`src/rtl/core/pcm_pkg.sv`:
```
`timescale 1ns / 1ps
`default_nettype none

package pcm_pkg;

    localparam int CORRIDOR_DEPTH = 64;
    localparam int VISITED_DEPTH  = 16;
    localparam int REF_WIDTH      = 32;

    // Fixed port field widths
    localparam int OP_W       = 2;
    localparam int OUT_REF_W  = 32;
    localparam int OUT_CNT_W  = 7;
    localparam int MAX_PATH_W = 7;
    localparam int MAX_PATH_RESET = 64;

    localparam int COR_IDX_W = $clog2(CORRIDOR_DEPTH);
    localparam int COR_CNT_W = $clog2(CORRIDOR_DEPTH + 1);
    localparam int VIS_IDX_W = $clog2(VISITED_DEPTH);
    localparam int VIS_CNT_W = $clog2(VISITED_DEPTH + 1);
    localparam int STEP_W    = (COR_CNT_W > VIS_CNT_W) ? COR_CNT_W : VIS_CNT_W;

    typedef logic [REF_WIDTH-1:0]  ref_t;
    typedef logic [COR_IDX_W-1:0]  cor_idx_t;
    typedef logic [COR_CNT_W-1:0]  cor_cnt_t;
    typedef logic [VIS_IDX_W-1:0]  vis_idx_t;
    typedef logic [VIS_CNT_W-1:0]  vis_cnt_t;
    typedef logic [STEP_W-1:0]     step_t;
    typedef logic [OUT_CNT_W-1:0]  out_cnt_t;
    typedef logic [OUT_REF_W-1:0]  out_ref_t;
    typedef logic [MAX_PATH_W-1:0] max_path_t;

    typedef enum logic [OP_W-1:0] {
        OP_CLEAR       = 2'd0,
        OP_APPEND_CORR = 2'd1,
        OP_APPEND_VIS  = 2'd2,
        OP_MERGE       = 2'd3
    } op_t;

    typedef enum logic [2:0] {
        CELL_HOLD,
        CELL_LOAD,
        CELL_CMP,
        CELL_ROT,
        CELL_SHIFT,
        CELL_CLR_HIT
    } cell_op_t;

    typedef enum logic [2:0] {
        ST_IDLE,
        ST_SEARCH,
        ST_FIND,
        ST_CALC,
        ST_ALIGN,
        ST_INSERT,
        ST_EMIT
    } state_t;

    // Per-cell contents
    typedef struct packed {
        ref_t     poly;
        logic     hit;
        vis_idx_t hit_idx;
    } cell_t;

    // Broadcast control from the sequencer to every cell
    typedef struct packed {
        cell_op_t mode;
        cor_idx_t addr;
        ref_t     data;
        vis_idx_t vidx;
    } cell_ctl_t;

endpackage

`default_nettype wire

```
`src/rtl/core/pcm_cell.sv`:
```
`timescale 1ns / 1ps
`default_nettype none

module pcm_cell (
    input  wire                 clk,
    input  wire                 rst_n,
    input  pcm_pkg::cor_idx_t   idx,
    input  pcm_pkg::cell_ctl_t  ctl,
    input  pcm_pkg::cell_t      up,
    input  pcm_pkg::ref_t       down_ref,
    output pcm_pkg::cell_t      q
);
    import pcm_pkg::*;

    ref_t     poly_reg,    poly_next;
    logic     hit_reg,     hit_next;
    vis_idx_t hit_idx_reg, hit_idx_next;

    always_comb
    begin
        poly_next    = poly_reg;
        hit_next     = hit_reg;
        hit_idx_next = hit_idx_reg;
        case (ctl.mode)
            CELL_LOAD:
            begin
                if (idx == ctl.addr)
                begin
                    poly_next = ctl.data;
                end
            end
            CELL_CMP:
            begin
                // keep the earliest visited position that matches
                if (!hit_reg && (poly_reg == ctl.data))
                begin
                    hit_next     = 1'b1;
                    hit_idx_next = ctl.vidx;
                end
            end
            CELL_ROT:
            begin
                poly_next    = up.poly;
                hit_next     = up.hit;
                hit_idx_next = up.hit_idx;
            end
            CELL_SHIFT:
            begin
                poly_next = down_ref;
                hit_next  = 1'b0;
            end
            CELL_CLR_HIT:
            begin
                hit_next = 1'b0;
            end
            default:
            begin
            end
        endcase
    end

    always_ff @(posedge clk or negedge rst_n)
    begin
        if (!rst_n)
        begin
            hit_reg <= 1'b0;
        end
        else
        begin
            hit_reg <= hit_next;
        end
    end

    always_ff @(posedge clk)
    begin
        poly_reg    <= poly_next;
        hit_idx_reg <= hit_idx_next;
    end

    assign q = '{poly: poly_reg, hit: hit_reg, hit_idx: hit_idx_reg};

endmodule

`default_nettype wire

```
`src/rtl/core/pcm_chain.sv`:
```
`timescale 1ns / 1ps
`default_nettype none

module pcm_chain (
    input  wire                 clk,
    input  wire                 rst_n,
    input  pcm_pkg::cell_ctl_t  ctl,
    output pcm_pkg::cell_t      head
);
    import pcm_pkg::*;

    cell_t cells [CORRIDOR_DEPTH];

    // Ring: rotate moves cell k+1 into cell k; shift moves cell k-1 into cell k
    for (genvar k = 0; k < CORRIDOR_DEPTH; k++)
    begin : g_cell
        ref_t down_ref;
        if (k == 0)
        begin : g_first
            assign down_ref = ctl.data;
        end
        else
        begin : g_rest
            assign down_ref = cells[k-1].poly;
        end

        pcm_cell u_cell (
            .clk      (clk),
            .rst_n    (rst_n),
            .idx      (COR_IDX_W'(k)),
            .ctl      (ctl),
            .up       (cells[(k + 1) % CORRIDOR_DEPTH]),
            .down_ref (down_ref),
            .q        (cells[k])
        );
    end

    assign head = cells[0];

endmodule

`default_nettype wire

```
`config.mk`:
```
export PLATFORM = sky130hd
export DESIGN_NAME = pcm_chain
export DESIGN_NICKNAME = d
export VERILOG_FILES = /design/src/rtl/core/pcm_pkg.sv /design/src/rtl/core/pcm_cell.sv /design/src/rtl/core/pcm_chain.sv
export SDC_FILE = /design/constraint.sdc
export NUM_CORES = 2
export LEC_CHECK = 0
export BUFFER_PORTS_ARGS = -buffer_cell sky130_fd_sc_hd__buf_2
export CORE_MARGIN = 3
export CORE_UTILIZATION = 45
export CTS_CLUSTER_SIZE = 14
export DETAILED_ROUTE_END_ITERATION = 10
export PLACE_DENSITY_LB_ADDON = 0.08
export SLEW_MARGIN = 25
export SYNTH_ARGS = -nofsm -noshare
export SYNTH_HDL_FRONTEND = slang
export SYNTH_SLANG_ARGS = --single-unit
```
`constraint.sdc`:
```
create_clock -name clk -period 6.5 [get_ports clk]
set_clock_uncertainty 0.1 [all_clocks]
set_input_delay 0.325 -clock clk [delete_from_list [all_inputs] [get_ports clk]]
set_output_delay 0.325 -clock clk [all_outputs]
set_load 0.01 [all_outputs]
```
==> flow_metrics.py <==
metrics = {
    "power": {
        "internal-power_w": 0.0283,
        "switching_share": 0.283,
        "powerDensity_nw_per_um2": 292,
        "p_seq_frac": 0.487,
        "clock_power_share": 0.378,
        "irDropWorstVdd_v": 0.000217,
        "pwr-share-comb": 0.134,
        "p_sw_w": 0.0112,
        "p_leak_nw": 46.3,
    },
    "route": {
        "drc": 0,
        "wl_per_cell_um": 42.1,
        "postRouteAntennaNets": 0,
        "firstDrtPassIters": 7,
        "via_per_inst": 7.38,
        "num_vias": 90700,
        "first_iter_violations": 16200,
        "routed_wl_um": 517000,
    },
    "logic_synthesis": {
        "synth_area_leader_cell": "edfxtp_1",
        "ys_types": 46,
        "synthMostInstantiatedCell": "edfxtp_1",
        "synthFlopType": "edfxtp_1",
        "syn_area_per_cell_um2": 13.6,
        "synth_common_cells": "2,304 x edfxtp_1, 2,017 x a221o_1, 1,291 x xor2_1, 740 x clkbuf_1, 714 x xnor2_1",
        "netlist.area_leader.share": 0.567,
        "yosysWarnings": 0,
        "synth_seq_area_share": 0.580,
        "synth_edf_count": 2304,
        "synthArstFlopShare": 0.0270,
        "synth_nets": 8993,
        "synth.area.top_cells": "edfxtp_1 57%, a221o_1 17%, xor2_1 9.3%",
        "synthCells": 8946,
        "syn-cell-area_um2": 122000,
        "synth-seq-cells": 2368,
    },
    "place": {
        "dp_hpwl_um": 351000,
        "preCtsSetupSlack_ns": 2.55,
        "placed_area_um2": 126000,
        "port-buffer-count": 83,
        "gp_congestion": 0.955,
    },
    "global_routing": {
        "antenna_found_initial": 16,
        "grt_pass1_vias": 85500,
        "overflow": 0,
        "grt_max_degree": 235,
        "grt_pass1_wl_um": 711000,
        "grt_usage": 0.359,
    },
    "floorplanning": {
        "die_width_um": 527,
        "coreArea_um2": 269000,
        "die_h_um": 527,
        "start_util": 0.454,
        "ios": 84,
        "placementRows": 190,
        "die_area_um2": 277000,
    },
    "clock_network": {
        "cts-buffers-inserted": 276,
        "cts.clk_slew.worst_paths_ns": 0.06,
        "clk_latency_ns": 0.94,
        "cts_root_buffer": "clkbuf_16",
        "clock_sinks": 2368,
        "cts_tree": "yes",
        "cts-htree-levels": 5,
        "clockBufferDepth": 4,
    },
    "timing": {
        "finalCritPeriodShare": 0.554,
        "tns_ns": 0,
        "final_max_slew_viol_count": 0,
        "slew_headroom": 0.196,
        "final.min_clock_period_ns": 3.60,
        "worstMarginPinSlew_ns": 1.21,
        "finalHoldViolCount": 0,
        "setup_viol": 0,
        "rsz0062_at_grt": "false",
        "fmax_ghz": 0.278,
        "setup_ws_ns": 2.90,
        "hold_ws_ns": 0.0788,
    },
    "setup_path": {
        "crit_family": "buffers and inverters",
        "crit_buf_inv": 3,
        "crit_required_ns": 6.97,
        "slowest_delay_ns": 0.76,
        "critPathKind": "input port to flip-flop",
        "crit_chain": "dlygate4sd3_1 -> buf_6 -> buf_4 -> xor2_1 -> nor4_1 -> nand3_1 -> or4_1 -> nand2_1",
        "startpoint_type": "input port",
        "end_kind": "flip-flop",
        "crit_arrival_ns": 4.07,
        "cpMaxStageDelayCell": "buf_4",
        "critPathMaxFanout": 41,
    },
    "run": {
        "max-cap-violations": 0,
    },
    "final_layout": {
        "fin_nets": 8573,
        "utilization": 0.502,
        "fin_area_um2": 135000,
        "largest_register_ffs": 2048,
        "area_growth_pct": 10.7,
        "layout-drive-gt1-share": 0.0916,
    },
    "outcome": {
        "status": "finished, final reports clean",
    },
    "hold_path": {
        "hold_class": "input port to flip-flop",
    },
}
==> worst min-delay path: cells and delay by family <==
family / cells / cell delay (ns)
AOI/OAI and AO/OA: 1 / 0.07
xor gates and xnor gates: 1 / 0.24
buffers and inverters: 1 / 0.21
and+or+nand+nor: 2 / 0.17
==> power groups by stage <==
stage / clock network [W] / logic, W / registers (W)
floorplan: 0 / 0.00322 / 0.0190
global placement: 0 / 0.00496 / 0.0195
detailed placement: 0 / 0.00512 / 0.0195
CTS: 0.0150 / 0.00515 / 0.0192
global route: 0.0156 / 0.00549 / 0.0193
finish: 0.0149 / 0.00531 / 0.0192
==> layout make-up <==
type,count,area [um2]
fillers,23000,134000
inverters,34,128
clock buffers,393,7610
well taps,3552,4440
diodes,10,25.0
repair buffers,343,3760
clock inverters,84,613
multi-input cells,5503,47700
flip-flops and latches,2368,70800
==> per-layer routing <==
layer  GRT usage  part of all wire  up-vias
met5           0          0.000077        -
met1       0.502              0.40    47000
met4       0.161             0.052        4
met2       0.529              0.44     6985
met3      0.0849              0.12     1027
li1            -                 -    35700
==> final timing paths <==
| kind | start | to | slack (ns) | cells past startpoint |
|---|---|---|---|---|
| max in group asynchronous | rst_n | g_cell[22].u_cell.hit_reg | 4.70 | 4 |
| hold / removal | ctl[32] | g_cell[5].u_cell.hit_reg | 0.08 | 5 |
| setup / recovery | ctl[6] | g_cell[46].u_cell.hit_idx_reg[3] | 2.90 | 8 |
| hold reg to reg | g_cell[22].u_cell.hit_idx_reg[0] | g_cell[21].u_cell.hit_idx_reg[0] | 0.41 | 1 |
| setup reg to reg | g_cell[0].u_cell.poly_reg[10] | g_cell[0].u_cell.hit_idx_reg[1] | 3.36 | 5 |
| min in group asynchronous | rst_n | g_cell[16].u_cell.hit_reg | 0.43 | 3 |
==> logic make-up (layout without fill, tap and decap cells) <==
kind of cell / after synthesis / in the layout / synth area share
AOI/OAI and AO/OA: 2470 / 2470 / 0.192
DFF: 2368 / 2368 / 0.580
xor gates and xnor gates: 2005 / 2005 / 0.144
buffers and inverters: 1075 / 854 / 0.0362
and+or+nand+nor: 1028 / 1028 / 0.0478
other: 0 / 10 / 0
==> through the flow <==
stage / power, W / cells
after CTS: 0.0393 / 12300
after detailed placement: 0.0246 / 11800
final: 0.0395 / 12300
after global routing: 0.0403 / 12300
after floorplan: 0.0222 / 8946
after global placement: 0.0244 / 11700
==> placed cells by master (no fill, tap or decap), types with 7 or more instances in the layout <==
cell and n:
edfxtp_1 2304, a221o_1 2017, xor2_1 1291, xnor2_1 714, nor4_1 308, clkbuf_16 283, a21o_1 257, nand4_1 241
nand2_1 203, buf_4 191, clkbuf_1 98, a22oi_1 65, dfrtp_1 64, nor2_1 63, nand3_1 62, o21ai_4 55
or4_1 52, buf_2 50, clkinv_1 40, buf_16 40, buf_12 33, inv_1 32, o21ai_0 27, clkinv_2 24
and2_4 20, nor3_1 19, buf_6 18, nor4_2 12, clkbuf_8 12, dlygate4sd3_1 11, diode_2 10, nor3_2 9
nor2b_1 9, o21ai_2 9, nand2b_1 8, nor3_4 7, o221ai_1 7
==> timing repair <==
item                                   in CTS  in global routing
buffers inserted                            0                  0
endpoints found under the hold margin      40                  0
resized for setup                           0                  0
hold buffers                               12                  0
Power figures use the tool's default switching activity.
